## src/tcp_passive_open_responder_macros.svh

```systemverilog
// ----------------------------------------------------------------------------
// TCP passive-open responder assertion macros
// Shared assertion wrappers; defining ASSERT_OFF removes all of them.
// ----------------------------------------------------------------------------
`ifndef TCP_PASSIVE_OPEN_RESPONDER_MACROS_SVH
`define TCP_PASSIVE_OPEN_RESPONDER_MACROS_SVH

`ifndef ASSERT_OFF

`define TPOR_ASSERT_IMPL(label, clk, rst, cond, prop, msg) \
  label: assert property (@(posedge clk) disable iff (rst) (cond) |-> (prop)) \
    else $error(msg);

`define TPOR_ASSERT_NEXT(label, clk, rst, cond, prop, msg) \
  label: assert property (@(posedge clk) disable iff (rst) (cond) |=> (prop)) \
    else $error(msg);

`else

`define TPOR_ASSERT_IMPL(label, clk, rst, cond, prop, msg)

`define TPOR_ASSERT_NEXT(label, clk, rst, cond, prop, msg)

`endif

`endif

```

## src/tpor_pkg.sv

```systemverilog
// ----------------------------------------------------------------------------
// TCP passive-open responder package
// Types, codes and reset values shared by the responder modules.
// ----------------------------------------------------------------------------
package tpor_pkg;

  localparam logic [1:0] ST_CLOSED = 2'd0;
  localparam logic [1:0] ST_SYNACK = 2'd1;
  localparam logic [1:0] ST_ESTAB  = 2'd2;

  localparam logic [7:0] FLAG_SYN = 8'h02;
  localparam logic [7:0] FLAG_PSH = 8'h08;
  localparam logic [7:0] FLAG_ACK = 8'h10;

  localparam logic [1:0] KIND_NONE   = 2'd0;
  localparam logic [1:0] KIND_SYNACK = 2'd1;
  localparam logic [1:0] KIND_ACK    = 2'd2;

  localparam logic [2:0] EV_WRONG_PORT    = 3'd0;
  localparam logic [2:0] EV_SYN_ACCEPTED  = 3'd1;
  localparam logic [2:0] EV_SYN_IGNORED   = 3'd2;
  localparam logic [2:0] EV_ESTABLISHED   = 3'd3;
  localparam logic [2:0] EV_ACK_MISMATCH  = 3'd4;
  localparam logic [2:0] EV_NOT_CONNECTED = 3'd5;
  localparam logic [2:0] EV_DATA          = 3'd6;
  localparam logic [2:0] EV_OTHER         = 3'd7;

  localparam int unsigned ADDR_W = 4;
  localparam logic [1:0] REG_LOCAL_PORT       = 2'd0;
  localparam logic [1:0] REG_INITIAL_SEQUENCE = 2'd1;
  localparam logic [1:0] REG_MAX_PAYLOAD      = 2'd2;

  localparam logic [15:0] LOCAL_PORT_RESET       = 16'd15118;
  localparam logic [31:0] INITIAL_SEQUENCE_RESET = 32'h0102_0304;
  localparam logic [15:0] MAX_PAYLOAD_RESET      = 16'd1000;

  typedef struct packed {
    logic [15:0] local_port;
    logic [31:0] initial_sequence;
    logic [15:0] max_payload;
  } cfg_t;

  typedef struct packed {
    logic [15:0] ip_payload_length;
    logic [3:0]  data_offset;
    logic [15:0] source_port;
    logic [15:0] dest_port;
    logic [31:0] remote_seq;
    logic [31:0] remote_ack;
    logic [7:0]  segment_flags;
  } seg_t;

  typedef struct packed {
    logic [1:0]  reply_kind;
    logic [7:0]  reply_flags;
    logic [31:0] reply_seq;
    logic [31:0] reply_ack;
    logic [15:0] reply_port;
    logic [15:0] delivered_length;
    logic [1:0]  connection_state;
    logic [2:0]  event_code;
  } reply_t;

endpackage

```

## src/tpor_seg_if.sv

```systemverilog
// ----------------------------------------------------------------------------
// TCP segment header channel
// Valid/ready channel carrying the parsed header fields of one segment.
// ----------------------------------------------------------------------------
interface tpor_seg_if;
  logic        valid;
  logic        ready;
  logic [15:0] ip_payload_length;
  logic [3:0]  data_offset;
  logic [15:0] source_port;
  logic [15:0] dest_port;
  logic [31:0] remote_seq;
  logic [31:0] remote_ack;
  logic [7:0]  segment_flags;

  modport source (
    output valid, ip_payload_length, data_offset, source_port, dest_port,
           remote_seq, remote_ack, segment_flags,
    input  ready
  );

  modport sink (
    input  valid, ip_payload_length, data_offset, source_port, dest_port,
           remote_seq, remote_ack, segment_flags,
    output ready
  );
endinterface

```

## src/tpor_reply_if.sv

```systemverilog
// ----------------------------------------------------------------------------
// TCP reply channel
// Valid/ready channel carrying the reply decision and connection status.
// ----------------------------------------------------------------------------
interface tpor_reply_if;
  logic        valid;
  logic        ready;
  logic [1:0]  reply_kind;
  logic [7:0]  reply_flags;
  logic [31:0] reply_seq;
  logic [31:0] reply_ack;
  logic [15:0] reply_port;
  logic [15:0] delivered_length;
  logic [1:0]  connection_state;
  logic [2:0]  event_code;

  modport source (
    output valid, reply_kind, reply_flags, reply_seq, reply_ack, reply_port,
           delivered_length, connection_state, event_code,
    input  ready
  );

  modport sink (
    input  valid, reply_kind, reply_flags, reply_seq, reply_ack, reply_port,
           delivered_length, connection_state, event_code,
    output ready
  );
endinterface

```

## src/tpor_cfg_regs.sv

```systemverilog
// ----------------------------------------------------------------------------
// TCP responder configuration registers
// APB register file holding the local port, initial sequence and payload limit.
// ----------------------------------------------------------------------------
module tpor_cfg_regs
  import tpor_pkg::*;
(
  input  logic              clk,
  input  logic              rst,
  input  logic              psel,
  input  logic              penable,
  input  logic              pwrite,
  input  logic [ADDR_W-1:0] paddr,
  input  logic [31:0]       pwdata,
  output logic [31:0]       prdata,
  output logic              pready,
  output cfg_t              cfg
);

  logic       wr_en;
  logic [1:0] reg_sel;

  assign pready  = 1'b1;
  assign reg_sel = paddr[ADDR_W-1:2];
  assign wr_en   = psel && penable && pwrite;

  always_ff @(posedge clk) begin
    if (rst) begin
      cfg.local_port       <= LOCAL_PORT_RESET;
      cfg.initial_sequence <= INITIAL_SEQUENCE_RESET;
      cfg.max_payload      <= MAX_PAYLOAD_RESET;
    end else if (wr_en) begin
      case (reg_sel)
        REG_LOCAL_PORT:       cfg.local_port       <= pwdata[15:0];
        REG_INITIAL_SEQUENCE: cfg.initial_sequence <= pwdata;
        REG_MAX_PAYLOAD:      cfg.max_payload      <= pwdata[15:0];
        default: ;
      endcase
    end
  end

  always_comb begin
    case (reg_sel)
      REG_LOCAL_PORT:       prdata = {16'd0, cfg.local_port};
      REG_INITIAL_SEQUENCE: prdata = cfg.initial_sequence;
      REG_MAX_PAYLOAD:      prdata = {16'd0, cfg.max_payload};
      default:              prdata = 32'd0;
    endcase
  end

endmodule

```

## src/tpor_core.sv

```systemverilog
// ----------------------------------------------------------------------------
// TCP responder connection core
// Connection state registers and the per-segment decision logic.
// ----------------------------------------------------------------------------
module tpor_core
  import tpor_pkg::*;
(
  input  logic   clk,
  input  logic   rst,
  input  logic   fire,
  input  seg_t   seg,
  input  cfg_t   cfg,
  output reply_t res
);

  logic [1:0]  conn_state;
  logic [31:0] local_seq;
  logic [31:0] ack_to_send;
  logic [15:0] peer_port;

  logic [1:0]  conn_state_next;
  logic [31:0] local_seq_next;
  logic [31:0] ack_to_send_next;
  logic [15:0] peer_port_next;

  logic [5:0]  hdr_len;
  logic [15:0] pay_len;
  logic        pay_ok;

  assign hdr_len = {seg.data_offset, 2'b00};
  assign pay_len = (seg.ip_payload_length >= {10'd0, hdr_len}) ?
                   seg.ip_payload_length - {10'd0, hdr_len} : 16'd0;
  assign pay_ok  = (pay_len != 16'd0) && (pay_len < cfg.max_payload);

  always_comb begin
    conn_state_next      = conn_state;
    local_seq_next       = local_seq;
    ack_to_send_next     = ack_to_send;
    peer_port_next       = peer_port;
    res.reply_kind       = KIND_NONE;
    res.reply_flags      = 8'd0;
    res.delivered_length = 16'd0;
    res.event_code       = EV_OTHER;
    if (seg.dest_port != cfg.local_port) begin
      res.event_code = EV_WRONG_PORT;
    end else if (seg.segment_flags == FLAG_SYN) begin
      if (conn_state == ST_CLOSED) begin
        peer_port_next   = seg.source_port;
        local_seq_next   = cfg.initial_sequence;
        ack_to_send_next = seg.remote_seq + 32'd1;
        conn_state_next  = ST_SYNACK;
        res.reply_kind   = KIND_SYNACK;
        res.reply_flags  = FLAG_SYN | FLAG_ACK;
        res.event_code   = EV_SYN_ACCEPTED;
      end else begin
        res.event_code = EV_SYN_IGNORED;
      end
    end else if (seg.segment_flags == FLAG_ACK && conn_state == ST_SYNACK) begin
      if (seg.remote_ack == local_seq + 32'd1) begin
        conn_state_next = ST_ESTAB;
        res.event_code  = EV_ESTABLISHED;
      end else begin
        res.event_code = EV_ACK_MISMATCH;
      end
    end else if (conn_state != ST_ESTAB) begin
      res.event_code = EV_NOT_CONNECTED;
    end else if (pay_ok) begin
      ack_to_send_next     = seg.remote_seq + {16'd0, pay_len};
      local_seq_next       = seg.remote_ack;
      res.reply_kind       = KIND_ACK;
      res.reply_flags      = FLAG_ACK;
      res.delivered_length = pay_len;
      res.event_code       = EV_DATA;
    end else begin
      if ((seg.segment_flags & FLAG_ACK) != 8'd0) begin
        local_seq_next = seg.remote_ack;
      end
      res.event_code = EV_OTHER;
    end
    res.reply_seq        = local_seq_next;
    res.reply_ack        = ack_to_send_next;
    res.reply_port       = peer_port_next;
    res.connection_state = conn_state_next;
  end

  always_ff @(posedge clk) begin
    if (rst) begin
      conn_state  <= ST_CLOSED;
      local_seq   <= 32'd0;
      ack_to_send <= 32'd0;
      peer_port   <= 16'd0;
    end else if (fire) begin
      conn_state  <= conn_state_next;
      local_seq   <= local_seq_next;
      ack_to_send <= ack_to_send_next;
      peer_port   <= peer_port_next;
    end
  end

endmodule

```

## src/tcp_passive_open_responder.sv

```systemverilog
// ----------------------------------------------------------------------------
// TCP passive-open responder
// Server-side connection tracking for received TCP segment headers.
// ----------------------------------------------------------------------------
// The responder takes one segment header word per clock and returns exactly
// one reply word for each. A segment sits in an input register, the
// connection state is updated from it as the reply is loaded into an output
// register, so the sustained rate is one segment per clock while the reply
// side is not stalled.
module tcp_passive_open_responder
  import tpor_pkg::*;
(
  input  logic              clk,
  input  logic              rst,
  tpor_seg_if.sink          segment,
  tpor_reply_if.source      reply,
  input  logic              psel,
  input  logic              penable,
  input  logic              pwrite,
  input  logic [ADDR_W-1:0] paddr,
  input  logic [31:0]       pwdata,
  output logic [31:0]       prdata,
  output logic              pready
);

`include "tcp_passive_open_responder_macros.svh"

  cfg_t   cfg;
  seg_t   seg_q;
  logic   seg_full;
  reply_t res;
  reply_t reply_q;
  logic   reply_full;
  logic   advance;
  logic   fire;

  tpor_cfg_regs u_cfg_regs (
    .clk     (clk),
    .rst     (rst),
    .psel    (psel),
    .penable (penable),
    .pwrite  (pwrite),
    .paddr   (paddr),
    .pwdata  (pwdata),
    .prdata  (prdata),
    .pready  (pready),
    .cfg     (cfg)
  );

  assign advance       = !reply_full || reply.ready;
  assign fire          = seg_full && advance;
  assign segment.ready = !seg_full || advance;

  always_ff @(posedge clk) begin
    if (rst) begin
      seg_full <= 1'b0;
    end else if (segment.valid && segment.ready) begin
      seg_full <= 1'b1;
    end else if (fire) begin
      seg_full <= 1'b0;
    end
  end

  always_ff @(posedge clk) begin
    if (segment.valid && segment.ready) begin
      seg_q.ip_payload_length <= segment.ip_payload_length;
      seg_q.data_offset       <= segment.data_offset;
      seg_q.source_port       <= segment.source_port;
      seg_q.dest_port         <= segment.dest_port;
      seg_q.remote_seq        <= segment.remote_seq;
      seg_q.remote_ack        <= segment.remote_ack;
      seg_q.segment_flags     <= segment.segment_flags;
    end
  end

  tpor_core u_core (
    .clk  (clk),
    .rst  (rst),
    .fire (fire),
    .seg  (seg_q),
    .cfg  (cfg),
    .res  (res)
  );

  always_ff @(posedge clk) begin
    if (rst) begin
      reply_full <= 1'b0;
    end else if (advance) begin
      reply_full <= seg_full;
    end
  end

  always_ff @(posedge clk) begin
    if (fire) begin
      reply_q <= res;
    end
  end

  assign reply.valid            = reply_full;
  assign reply.reply_kind       = reply_q.reply_kind;
  assign reply.reply_flags      = reply_q.reply_flags;
  assign reply.reply_seq        = reply_q.reply_seq;
  assign reply.reply_ack        = reply_q.reply_ack;
  assign reply.reply_port       = reply_q.reply_port;
  assign reply.delivered_length = reply_q.delivered_length;
  assign reply.connection_state = reply_q.connection_state;
  assign reply.event_code       = reply_q.event_code;

  `TPOR_ASSERT_NEXT(a_stall_holds_segment, clk, rst, seg_full && !advance, seg_full, "Held segment was lost during a stall")
  `TPOR_ASSERT_IMPL(a_synack_state, clk, rst, reply_full && reply_q.reply_kind == KIND_SYNACK, reply_q.connection_state == ST_SYNACK && reply_q.event_code == EV_SYN_ACCEPTED, "SYN-ACK reply without the SYN-ACK state")
  `TPOR_ASSERT_IMPL(a_data_event, clk, rst, reply_full && reply_q.delivered_length != 16'd0, reply_q.event_code == EV_DATA && reply_q.reply_kind == KIND_ACK, "Delivered data without a data event")
  `TPOR_ASSERT_IMPL(a_no_reply_flags, clk, rst, reply_full && reply_q.reply_kind == KIND_NONE, reply_q.reply_flags == 8'd0, "Reply flags set with no reply")

endmodule

```

## src/flat_wrapper.sv

```systemverilog
// flat-port wrapper written by rule: the top's interface ports become plain ports
module tcp_passive_open_responder_flat import tpor_pkg::*;
  (clk, rst, psel, penable, pwrite, paddr, pwdata, prdata, pready, segment_valid, segment_ip_payload_length, segment_data_offset, segment_source_port, segment_dest_port, segment_remote_seq, segment_remote_ack, segment_segment_flags, segment_ready, reply_valid, reply_reply_kind, reply_reply_flags, reply_reply_seq, reply_reply_ack, reply_reply_port, reply_delivered_length, reply_connection_state, reply_event_code, reply_ready);
  tpor_seg_if segment_i ();
  tpor_reply_if reply_i ();
  input  logic clk;
  input  logic rst;
  input  logic psel;
  input  logic penable;
  input  logic pwrite;
  input  logic [ADDR_W-1:0] paddr;
  input  logic [31:0] pwdata;
  output logic [31:0] prdata;
  output logic pready;
  input wire logic [$bits(segment_i.valid)-1:0] segment_valid;
  input wire logic [$bits(segment_i.ip_payload_length)-1:0] segment_ip_payload_length;
  input wire logic [$bits(segment_i.data_offset)-1:0] segment_data_offset;
  input wire logic [$bits(segment_i.source_port)-1:0] segment_source_port;
  input wire logic [$bits(segment_i.dest_port)-1:0] segment_dest_port;
  input wire logic [$bits(segment_i.remote_seq)-1:0] segment_remote_seq;
  input wire logic [$bits(segment_i.remote_ack)-1:0] segment_remote_ack;
  input wire logic [$bits(segment_i.segment_flags)-1:0] segment_segment_flags;
  output wire logic [$bits(segment_i.ready)-1:0] segment_ready;
  output wire logic [$bits(reply_i.valid)-1:0] reply_valid;
  output wire logic [$bits(reply_i.reply_kind)-1:0] reply_reply_kind;
  output wire logic [$bits(reply_i.reply_flags)-1:0] reply_reply_flags;
  output wire logic [$bits(reply_i.reply_seq)-1:0] reply_reply_seq;
  output wire logic [$bits(reply_i.reply_ack)-1:0] reply_reply_ack;
  output wire logic [$bits(reply_i.reply_port)-1:0] reply_reply_port;
  output wire logic [$bits(reply_i.delivered_length)-1:0] reply_delivered_length;
  output wire logic [$bits(reply_i.connection_state)-1:0] reply_connection_state;
  output wire logic [$bits(reply_i.event_code)-1:0] reply_event_code;
  input wire logic [$bits(reply_i.ready)-1:0] reply_ready;
  assign segment_i.valid = segment_valid;
  assign segment_i.ip_payload_length = segment_ip_payload_length;
  assign segment_i.data_offset = segment_data_offset;
  assign segment_i.source_port = segment_source_port;
  assign segment_i.dest_port = segment_dest_port;
  assign segment_i.remote_seq = segment_remote_seq;
  assign segment_i.remote_ack = segment_remote_ack;
  assign segment_i.segment_flags = segment_segment_flags;
  assign segment_ready = segment_i.ready;
  assign reply_valid = reply_i.valid;
  assign reply_reply_kind = reply_i.reply_kind;
  assign reply_reply_flags = reply_i.reply_flags;
  assign reply_reply_seq = reply_i.reply_seq;
  assign reply_reply_ack = reply_i.reply_ack;
  assign reply_reply_port = reply_i.reply_port;
  assign reply_delivered_length = reply_i.delivered_length;
  assign reply_connection_state = reply_i.connection_state;
  assign reply_event_code = reply_i.event_code;
  assign reply_i.ready = reply_ready;
  tcp_passive_open_responder u_core (.clk(clk), .rst(rst), .segment(segment_i), .reply(reply_i), .psel(psel), .penable(penable), .pwrite(pwrite), .paddr(paddr), .pwdata(pwdata), .prdata(prdata), .pready(pready));
endmodule
```

## config.mk

```make
export PLATFORM = sky130hd
export DESIGN_NAME = tcp_passive_open_responder_flat
export DESIGN_NICKNAME = d
export VERILOG_FILES = /design/src/tpor_pkg.sv /design/src/tpor_seg_if.sv /design/src/tpor_reply_if.sv /design/src/tpor_cfg_regs.sv /design/src/tpor_core.sv /design/src/tcp_passive_open_responder.sv /design/src/flat_wrapper.sv
export VERILOG_INCLUDE_DIRS = /design/src /design/src/src
export SDC_FILE = /design/constraint.sdc
export NUM_CORES = 1
export LEC_CHECK = 0
export BUFFER_PORTS_ARGS = -buffer_cell sky130_fd_sc_hd__clkbuf_2
export CAP_MARGIN = 20
export CORE_MARGIN = 5
export CORE_UTILIZATION = 57
export DETAILED_ROUTE_END_ITERATION = 8
export PLACE_DENSITY = 0.81
export RECOVER_POWER = 25
export SETUP_SLACK_MARGIN = 0.15
export SLEW_MARGIN = 0
export SYNTH_ARGS = -nofsm -noshare
export SYNTH_HDL_FRONTEND = slang
export SYNTH_SLANG_ARGS = --single-unit
```

## constraint.sdc

```tcl
create_clock -name clk -period 7.14 [get_ports clk]
set_input_delay 1.071 -clock clk [delete_from_list [all_inputs] [get_ports clk]]
set_output_delay 1.071 -clock clk [all_outputs]
set_load 0.01 [all_outputs]
```

After elaboration in Yosys (flattened, before gate mapping)
Cells that the tools add are included.
Cells by class
  $add $sub $neg: 4
  order comparisons: 2
  equality and inequality tests: 8
  mux-type cells: 36
  bitwise gates (word level): 1
  reductions and logical operators: 18
Operators by type and width (number)
  $mux 32: 13
  $pmux 32 s3: 1
  $add 32x1->32 const B: 2
  $mux 16: 4
  $mux 10: 4
  $add 32x16->32: 1
  $eq 32x32->1: 1
  $ge 16x6->1: 1
  $lt 16x16->1: 1
  $ne 16x16->1: 1
  $reduce_bool 16->1: 1
  $sub 16x6->16: 1
  $mux 2: 7
  $mux 3: 3
  $mux 9: 1
  $eq 8x2->1 const B: 1
  $eq 8x5->1 const B: 1
  $logic_and 1x1->1: 6
  $reduce_and 2->1: 3
  $reduce_or 5->1: 1
  $eq 2x1->1 const B: 2
  $logic_not 2->1: 2
  $mux 1: 3
  $eq 2x2->1 const B: 1
  5 further kinds: 7
Word-level totals
  register bits after elaboration: 383
  output and inout port bits: 146

Depth between registers and ports, before layout
Gate-level depths: netlist of run 1.
  word-level depth: 9
  mapped depth: 20

Modules after synthesis
From an unflattened synthesis of run 1, not the netlist that was laid out.
Second synthesis, totals
  cell total of the unflattened synthesis: 1790
  area, all modules: 18979.5 um2
Modules (own cells, without submodules)
  tpor_core: times used 1, cells each 1213, area each 8663.3 um2, seq. area each 1641.6 um2
  tcp_passive_open_responder: times used 1, cells each 245, area each 7160.6 um2, seq. area each 7096.8 um2
  tpor_cfg_regs: times used 1, cells each 332, area each 3155.5 um2, seq. area each 1281.2 um2

Worst setup path before layout of run 1
Ideal clock, no wire load.
  path kind: input port to flip-flop
  start: input port reply_ready
  end: register u_core.reply_q, in the netlist u_core.reply.connection_state[0], enable pin
  arrival time: 4.789 ns
  data required time: 6.631 ns
  setup slack: 1.843 ns
  stages on the path: 6
  path buffers: 3
  cells stage by stage: nor2b_1 nand2b_1 clkbuf_1 inv_1 clkbuf_1 clkbuf_1
On the way
  cells in the longest elaborated chain, start to end: 2
Ends and longest elaborated chain
  from (decl): line flat_wrapper.sv:33  | input wire logic [$bits(reply_i.ready)-1:0] reply_ready;
  $logic_or 1x1->1: line tcp_passive_open_responder.sv:50  | assign advance = !reply_full || reply.ready;
  $logic_and 1x1->1: line tcp_passive_open_responder.sv:51  | assign fire = seg_full && advance;
  via u_core.fire: line tcp_passive_open_responder.sv:35  | logic fire;
  to (signal assigned): line tcp_passive_open_responder.sv:95  | reply_q <= res;
  to (decl): line tcp_passive_open_responder.sv:32  | reply_t reply_q;
The timed path passes the listed nets, and every way through them passes these cells.
A chain may end at the register's enable or synchronous reset.

==> results of run 1 <==
[flip-flops by register name, summed over array words and instances, names as in the netlist, 3 cells and up]
| signal | flops |
|---|---|
| u_core.reply.delivered_length | 16 |
| u_core.reply.event_code | 3 |
| u_core.reply.reply_ack | 32 |
| u_core.reply.reply_port | 16 |
| u_core.reply.reply_seq | 32 |
| u_core.seg_q | 124 |
| u_core.u_cfg_regs.cfg | 64 |
| u_core.u_core.ack_to_send | 32 |
| u_core.u_core.local_seq | 32 |
| u_core.u_core.peer_port | 16 |
[through the flow]
stage / hold slack [ps] / std cells / util, %
floorplan: 437 / 1786 / -
global placement: 443 / 2409 / 63.1
detailed placement: 458 / 2410 / 63.1
CTS: 469 / 2482 / 67.2
global route: 491 / 2484 / 67.2
finish: 467 / 2484 / 67.2
[cells by family after synthesis]
group                    after synthesis
XOR/XNOR                             106
other                                  2
flip-flops                           376
buffers and inverters                167
multiplexers                          19
adder cells (fa/ha/maj)               39
AO/OA/AOI/OAI                        434
AND/OR/NAND/NOR                      638
[cells in the final DEF, fill, tap and decap left out, types with 12 or more instances in the layout]
master	synthesis	layout
o21ai_1	42	41
mux2i_1	19	19
dfxtp_1	148	148
nand2_1	268	268
xor2_1	44	44
ha_1	37	37
and2_1	24	23
clkbuf_2	0	286
clkbuf_16	0	40
nor3_1	51	51
o21ai_0	74	74
buf_4	10	17
nand4_1	21	21
o211ai_1	18	18
and3_1	14	14
xnor2_1	62	62
a21oi_1	86	84
edfxtp_1	228	228
nor4_1	15	15
nor2_1	135	134
clkbuf_1	69	25
o2bb2ai_1	30	30
a32oi_1	31	31
nand3_1	49	49
inv_1	63	62
a21o_1	17	17
a31oi_1	18	18
a22oi_1	12	12
[area by class of cell]
class	instances	area, um2
Multi-Input combinational cell	1243	7580
Tap cell	402	503
Fill cell	2442	10300
Inverter	67	256
Timing Repair Buffer	324	1660
Clock buffer	47	1030
Sequential cell	376	9810
Clock inverter	25	244
[worst register-to-register path, cell delays in order, from the launching register on]
cell      delay, ps
edfxtp_1        370
ha_1            360
or3b_1          380
o311ai_1        450
nand3_1         260
o31ai_1         420
ha_1            320
a21o_1          170
a221o_1         340
a221oi_1        350
o211a_1         600
nand2_1         200
nor2_1          680
a32oi_1         410
o21ai_1         190
[path summary, 6_finish.rpt]
check / startpoint / endpoint / slack [ps] / cells past startpoint
worst max-delay path: u_core.seg_q[104] / u_core.reply.reply_ack[15] / 1500 / 14
worst min-delay path: u_core.u_core.ack_to_send[28] / u_core.u_core.ack_to_send[28] / 470 / 1
worst max register to register: u_core.seg_q[104] / u_core.reply.reply_ack[15] / 1500 / 14
worst min register to register: u_core.u_core.ack_to_send[28] / u_core.u_core.ack_to_send[28] / 470 / 1
[routing by layer]
metal	global-route usage, %	share of wire [%]
met5	0	0
met4	9.32	3.3
met3	5.86	9.6
met2	47.1	46
met1	39.1	41
[report_power, final]
group | switching (mW) | internal, mW
combinational | 0.285 | 0.171
clock | 0.846 | 1.18
sequential | 0.0582 | 2.39
==> results by group, run 1 <==
CTS
  • PostCTS Resize Cnt: 0
  • CTS Buf Count: 39
  • Bufs on Longest Clock Path: 3
  • Clk root buf: clkbuf_16
  • CTS Hold Bufs: 0
  • TritonCTS clock tree: yes
  • Clock Pin Slew Worst Setup and Hold Paths: 60 ps
  • H-tree levels: 2
  • Setup bufs post-CTS: 0
  • Clk sink count: 376
  • Clk_lat worst skew: 530 ps

Worst setup path
  • Critical path arrival: 6010 ps
  • Critical Path RT: 7520 ps
  • Crit-path most repeated cell: ha_1
  • Critical path's top delay family: compound AO/OA/AOI/OAI gates
  • Crit-path slowest cell: nor2_1
  • Crit-path max cell delay: 680 ps
  • Buf/Inv on CP: 0
  • Worst-path cell chain: ha_1 -> or3b_1 -> o311ai_1 -> nand3_1 -> o31ai_1 -> ha_1 -> a21o_1 -> a221o_1 -> a221oi_1 -> o211a_1 -> nand2_1 -> nor2_1 -> a32oi_1 -> o21ai_1
  • Crit start category: register
  • CP max FO: 12
  • Crit Path Class: reg -> reg
  • CP endpoint kind: register

Power and ir drop
  • Leak Pwr: 8.13 nW
  • Maximum vdd drop: 0.000161 V
  • Pwr Density: 234 nW/um2
  • Final Power: 4.93 mW

STA
  • Min Tclk post-route: 5640 ps
  • Period utilization: 78.9%
  • Max Clock Skew: 10.5 ps
  • Hold violation count in the final report: 0
  • Setup TNS: 0 ps
  • Slew Limit Fails: 130
  • Max Fclk: 0.177 GHz
  • Setup WS post-layout: 1500 ps
  • Worst-Margin Slew: 3910 ps
  • Worst slew margin: -160%
  • RSZ-0062 raised after global routing: no
  • Final setup viols: 0

Synthesis
  • Yosys top cell area share: 37.9%
  • Dominant cell type by area after synthesis: edfxtp_1
  • Flops & latches, synth: 376
  • Fraction of registers with async set/reset: 0%
  • Avg Cell Area, Syn: 10.1 um2
  • Number of synthesized flops with an enable pin: 228
  • Commonest cells in the netlist: nand2_1, edfxtp_1, dfxtp_1
  • Seq/Total Area, Yosys: 54.3%
  • Compound-Gate Fraction of Synth Area: 16.3%
  • Most frequent cell after synthesis: nand2_1
  • Area of the mapped netlist: 18100 um2
  • Post-synthesis adder-cell area fraction: 2.79%
  • Post-Synth Simple-Gate Area: 16.4%
  • Ranking of synthesized cells by area: edfxtp_1, dfxtp_1, nand2_1, xnor2_1, nor2_1
  • Xor/xnor share of the synthesized area: 5.14%
  • Distinct cells, synth: 87
  • Largest family of logic cells by synthesized area: simple AND/OR/NAND/NOR gates
  • YS warnings: 0
  • Mux contribution to synthesized area: 1.05%
  • Synthesized instance count: 1781
  • Primary FF master, synth: edfxtp_1

Die
  • Die area: 35300 um2
  • IO Pins: 313
  • # rows: 65
  • Die H: 188 um
  • Core area: 31400 um2
  • Starting density of the core: 57.5%
  • DIE WIDTH: 188 um

Global routing
  • First-pass GRT wire length: 82100 um
  • Initial antenna violation count: 0
  • GRT Residual Overflow: 0
  • GRT Resource Usage Total: 28.9%
  • Largest net degree at the start of global routing: 92
  • Vias in the first global route: 14835

Placed design
  • Port buffer count: 303
  • Final HPWL DP: 37400 um
  • RePlAce Congestion: 0.924
  • Area post-placement: 19800 um2
  • Pre-CTS setup slack: 1670 ps

Cells and area
  • Fin area: 21100 um2
  • Layout Nets: 2257
  • Share of cells above drive strength 1: 18.7%
  • ANT cells: 0
  • Area Growth Syn to Fin: 16.8%

Outcome
  • Failing checks: max-capacitance violations, max-slew violations
  • Status: complete, but fails checks

Hold path
  • Worst Hold Class: reg -> reg

Drt
  • Via/cell ratio: 6.10
  • Total Wirelength: 52500 um
  • 1st-iter DRT viols: 1487
  • First-pass iteration count of the detailed router: 6
  • Total number of vias: 15157
  • Wirelength per Cell: 21.2 um
  • Number of remaining DRC errors: 0
  • Post-DRT Antenna Nets: 0

Run
  • MaxCap Viol Count: 3
No activity file was read; power rests on OpenSTA's default activity.
==> inputs of run 2 (changes only) <==
- clock period: 7.14 -> 5.8 ns (I/O delays scaled with it)
==> run 2 against run 1 <==
- the flow still finishes with violations (max-capacitance violations, max-slew violations)
- combinational power rose by 24%
- sequential power rose by 23%
- setup slack got worse by 970 ps
- critical path type unchanged
- largest power group unchanged
- via count fell by 0.63%
- die area did not move
==> results by group, run 2 (synthesis gave the netlist of run 1 again) <==
Worst setup path
  • Reg2reg start: u_core.seg_q[104]
  • CP endpoint kind: register
  • CP max FO: 7
  • Crit-path max cell delay: 510 ps
  • Worst reg2reg setup slack: 530 ps
  • Critical Path RT: 6180 ps
  • Crit start category: register
  • Critical path's top delay family: compound AO/OA/AOI/OAI gates
  • Critical path arrival: 5650 ps
  • Crit Path Class: reg -> reg
  • Worst-path cell chain: ha_1 -> or3b_1 -> o311ai_1 -> nand3_1 -> o31ai_1 -> ha_1 -> a21o_1 -> a221o_1 -> a221oi_1 -> o211a_1 -> nand2_1 -> nor2_1 -> a32oi_1 -> o21ai_1
  • Crit-path slowest cell: nor2_1
  • Crit path from: u_core.seg_q[104]
  • Crit-path most repeated cell: ha_1
  • R2R depth: 14
  • Buf/Inv on CP: 0
  • CP Depth: 14
  • Capture point of the worst reg-to-reg path: u_core.reply.reply_ack[15]

Cells and area
  • Non-Filler Instances: 2492
  • Fin area: 21200 um2
  • Max FFs per register: 124
  • Largest regs: u_core.seg_q (124), u_core.u_cfg_regs.cfg (64)
  • Area Growth Syn to Fin: 17.3%
  • Layout Nets: 2264
  • Share of cells above drive strength 1: 18.7%
  • Most common cell after layout, fill and taps aside: clkbuf_2
  • Commonest cells after routing, fill and taps aside: clkbuf_2, nand2_1, edfxtp_1
  • ANT cells: 0
  • Post-layout util: 67.5%
  • Top reg by flops: u_core.seg_q

Drt
  • Number of remaining DRC errors: 0
  • 1st-iter DRT viols: 1547
  • Post-DRT Antenna Nets: 0
  • Wirelength per Cell: 21.2 um
  • Via/cell ratio: 6.04
  • Total number of vias: 15061
  • Total Wirelength: 52800 um
  • First-pass iteration count of the detailed router: 5

Placed design
  • Port buffer count: 303
  • RePlAce Congestion: 0.921
  • Final HPWL DP: 38100 um
  • Area post-placement: 19900 um2
  • Placed cells: 2417

STA
  • Period utilization: 90.8%
  • Max Clock Skew: 20.6 ps
  • Worst slew margin: -77.3%
  • Min Tclk post-route: 5270 ps
  • Max Fclk: 0.190 GHz
  • Final setup viols: 0
  • Worst-Margin Slew: 2660 ps
  • RSZ-0062 raised after global routing: no
  • Hold violation count in the final report: 0
  • Slew Limit Fails: 130
  • Setup TNS: 0 ps

CTS
  • CTS Hold Bufs: 0
  • Clk_lat worst skew: 530 ps
  • TritonCTS clock tree: yes
  • Clk sink count: 376
  • Bufs on Longest Clock Path: 3
  • Clk root buf: clkbuf_16
  • CTS Buf Count: 40
  • Setup bufs post-CTS: 0
  • Clock Pin Slew Worst Setup and Hold Paths: 60 ps
  • PostCTS Resize Cnt: 0
  • H-tree levels: 2

Global routing
  • GRT Residual Overflow: 0
  • GRT Resource Usage Total: 28.9%
  • Largest net degree at the start of global routing: 81
  • Vias in the first global route: 14654
  • First-pass GRT wire length: 81700 um
  • Initial antenna violation count: 0

Die
  • DIE WIDTH: 188 um
  • Starting density of the core: 57.5%
  • Die H: 188 um
  • # rows: 65
  • IO Pins: 313
  • Die area: 35300 um2
  • Core area: 31400 um2

Run
  • MaxCap Viol Count: 3

Outcome
  • Failing checks: max-capacitance violations, max-slew violations
  • Status: complete, but fails checks

Hold path
  • Hold EP: u_core.u_core.ack_to_send[24]
  • Hold_sp: u_core.u_core.ack_to_send[24]
  • Worst Hold Class: reg -> reg
  • Hold depth: 1

Power and ir drop
  • Pwr Density: 290 nW/um2
  • Leak Pwr: 8.18 nW
  • Maximum vdd drop: 0.000221 V
run 2: worst max-delay path by stage:
stage,end,slack [ps]
after floorplan,u_core.reply.connection_state[0],700
after global placement,u_core.u_core.ack_to_send[29],800
after detailed placement,u_core.u_core.ack_to_send[29],640
after CTS,u_core.u_core.ack_to_send[29],640
after global routing,u_core.reply.reply_ack[15],190
final,u_core.reply.reply_ack[15],530
run 2: layout make-up:
class | instances | area [um2]
well taps | 402 | 503
multi-input cells | 1243 | 7580
clock inverters | 18 | 188
fillers | 2471 | 10200
flip-flops and latches | 376 | 9810
inverters | 67 | 256
repair buffers | 330 | 1700
clock buffers | 56 | 1140
run 2: stage by stage:
step | worst slack [ps] | hold WS, ps | total power [mW]
final | 532 | 466 | 6.14
after CTS | 640 | 469 | 6.18
after floorplan | 704 | 437 | 3.41
after detailed placement | 641 | 457 | 3.63
after global routing | 187 | 489 | 6.36
after global placement | 801 | 443 | 3.61
run 2: where the power goes:
group          total [mW]  internal, mW  switching (mW)
Clock                2.55          1.52            1.03
Sequential           3.02          2.95          0.0722
Combinational       0.565         0.211           0.353
Total                6.14          4.68            1.46
run 2: metal layers:
| metal | share of wire, % | global-route usage [%] | vias up |
|---|---|---|---|
| met4 | 3.6 | 10.4 | 2 |
| met1 | 40 | 39.0 | 7023 |
| met2 | 46 | 46.1 | 842 |
| met3 | 10 | 6.59 | 120 |
| li1 | - | - | 7074 |
| met5 | 0.16 | 1.79 | - |
run 2: worst register-to-register path, cell delays in order, from the launching register on:
cell and delay (ps):
edfxtp_1 370, ha_1 360, or3b_1 380, o311ai_1 410, nand3_1 240, o31ai_1 470, ha_1 340, a21o_1 180
a221o_1 350, a221oi_1 370, o211a_1 430, nand2_1 160, nor2_1 510, a32oi_1 370, o21ai_1 190
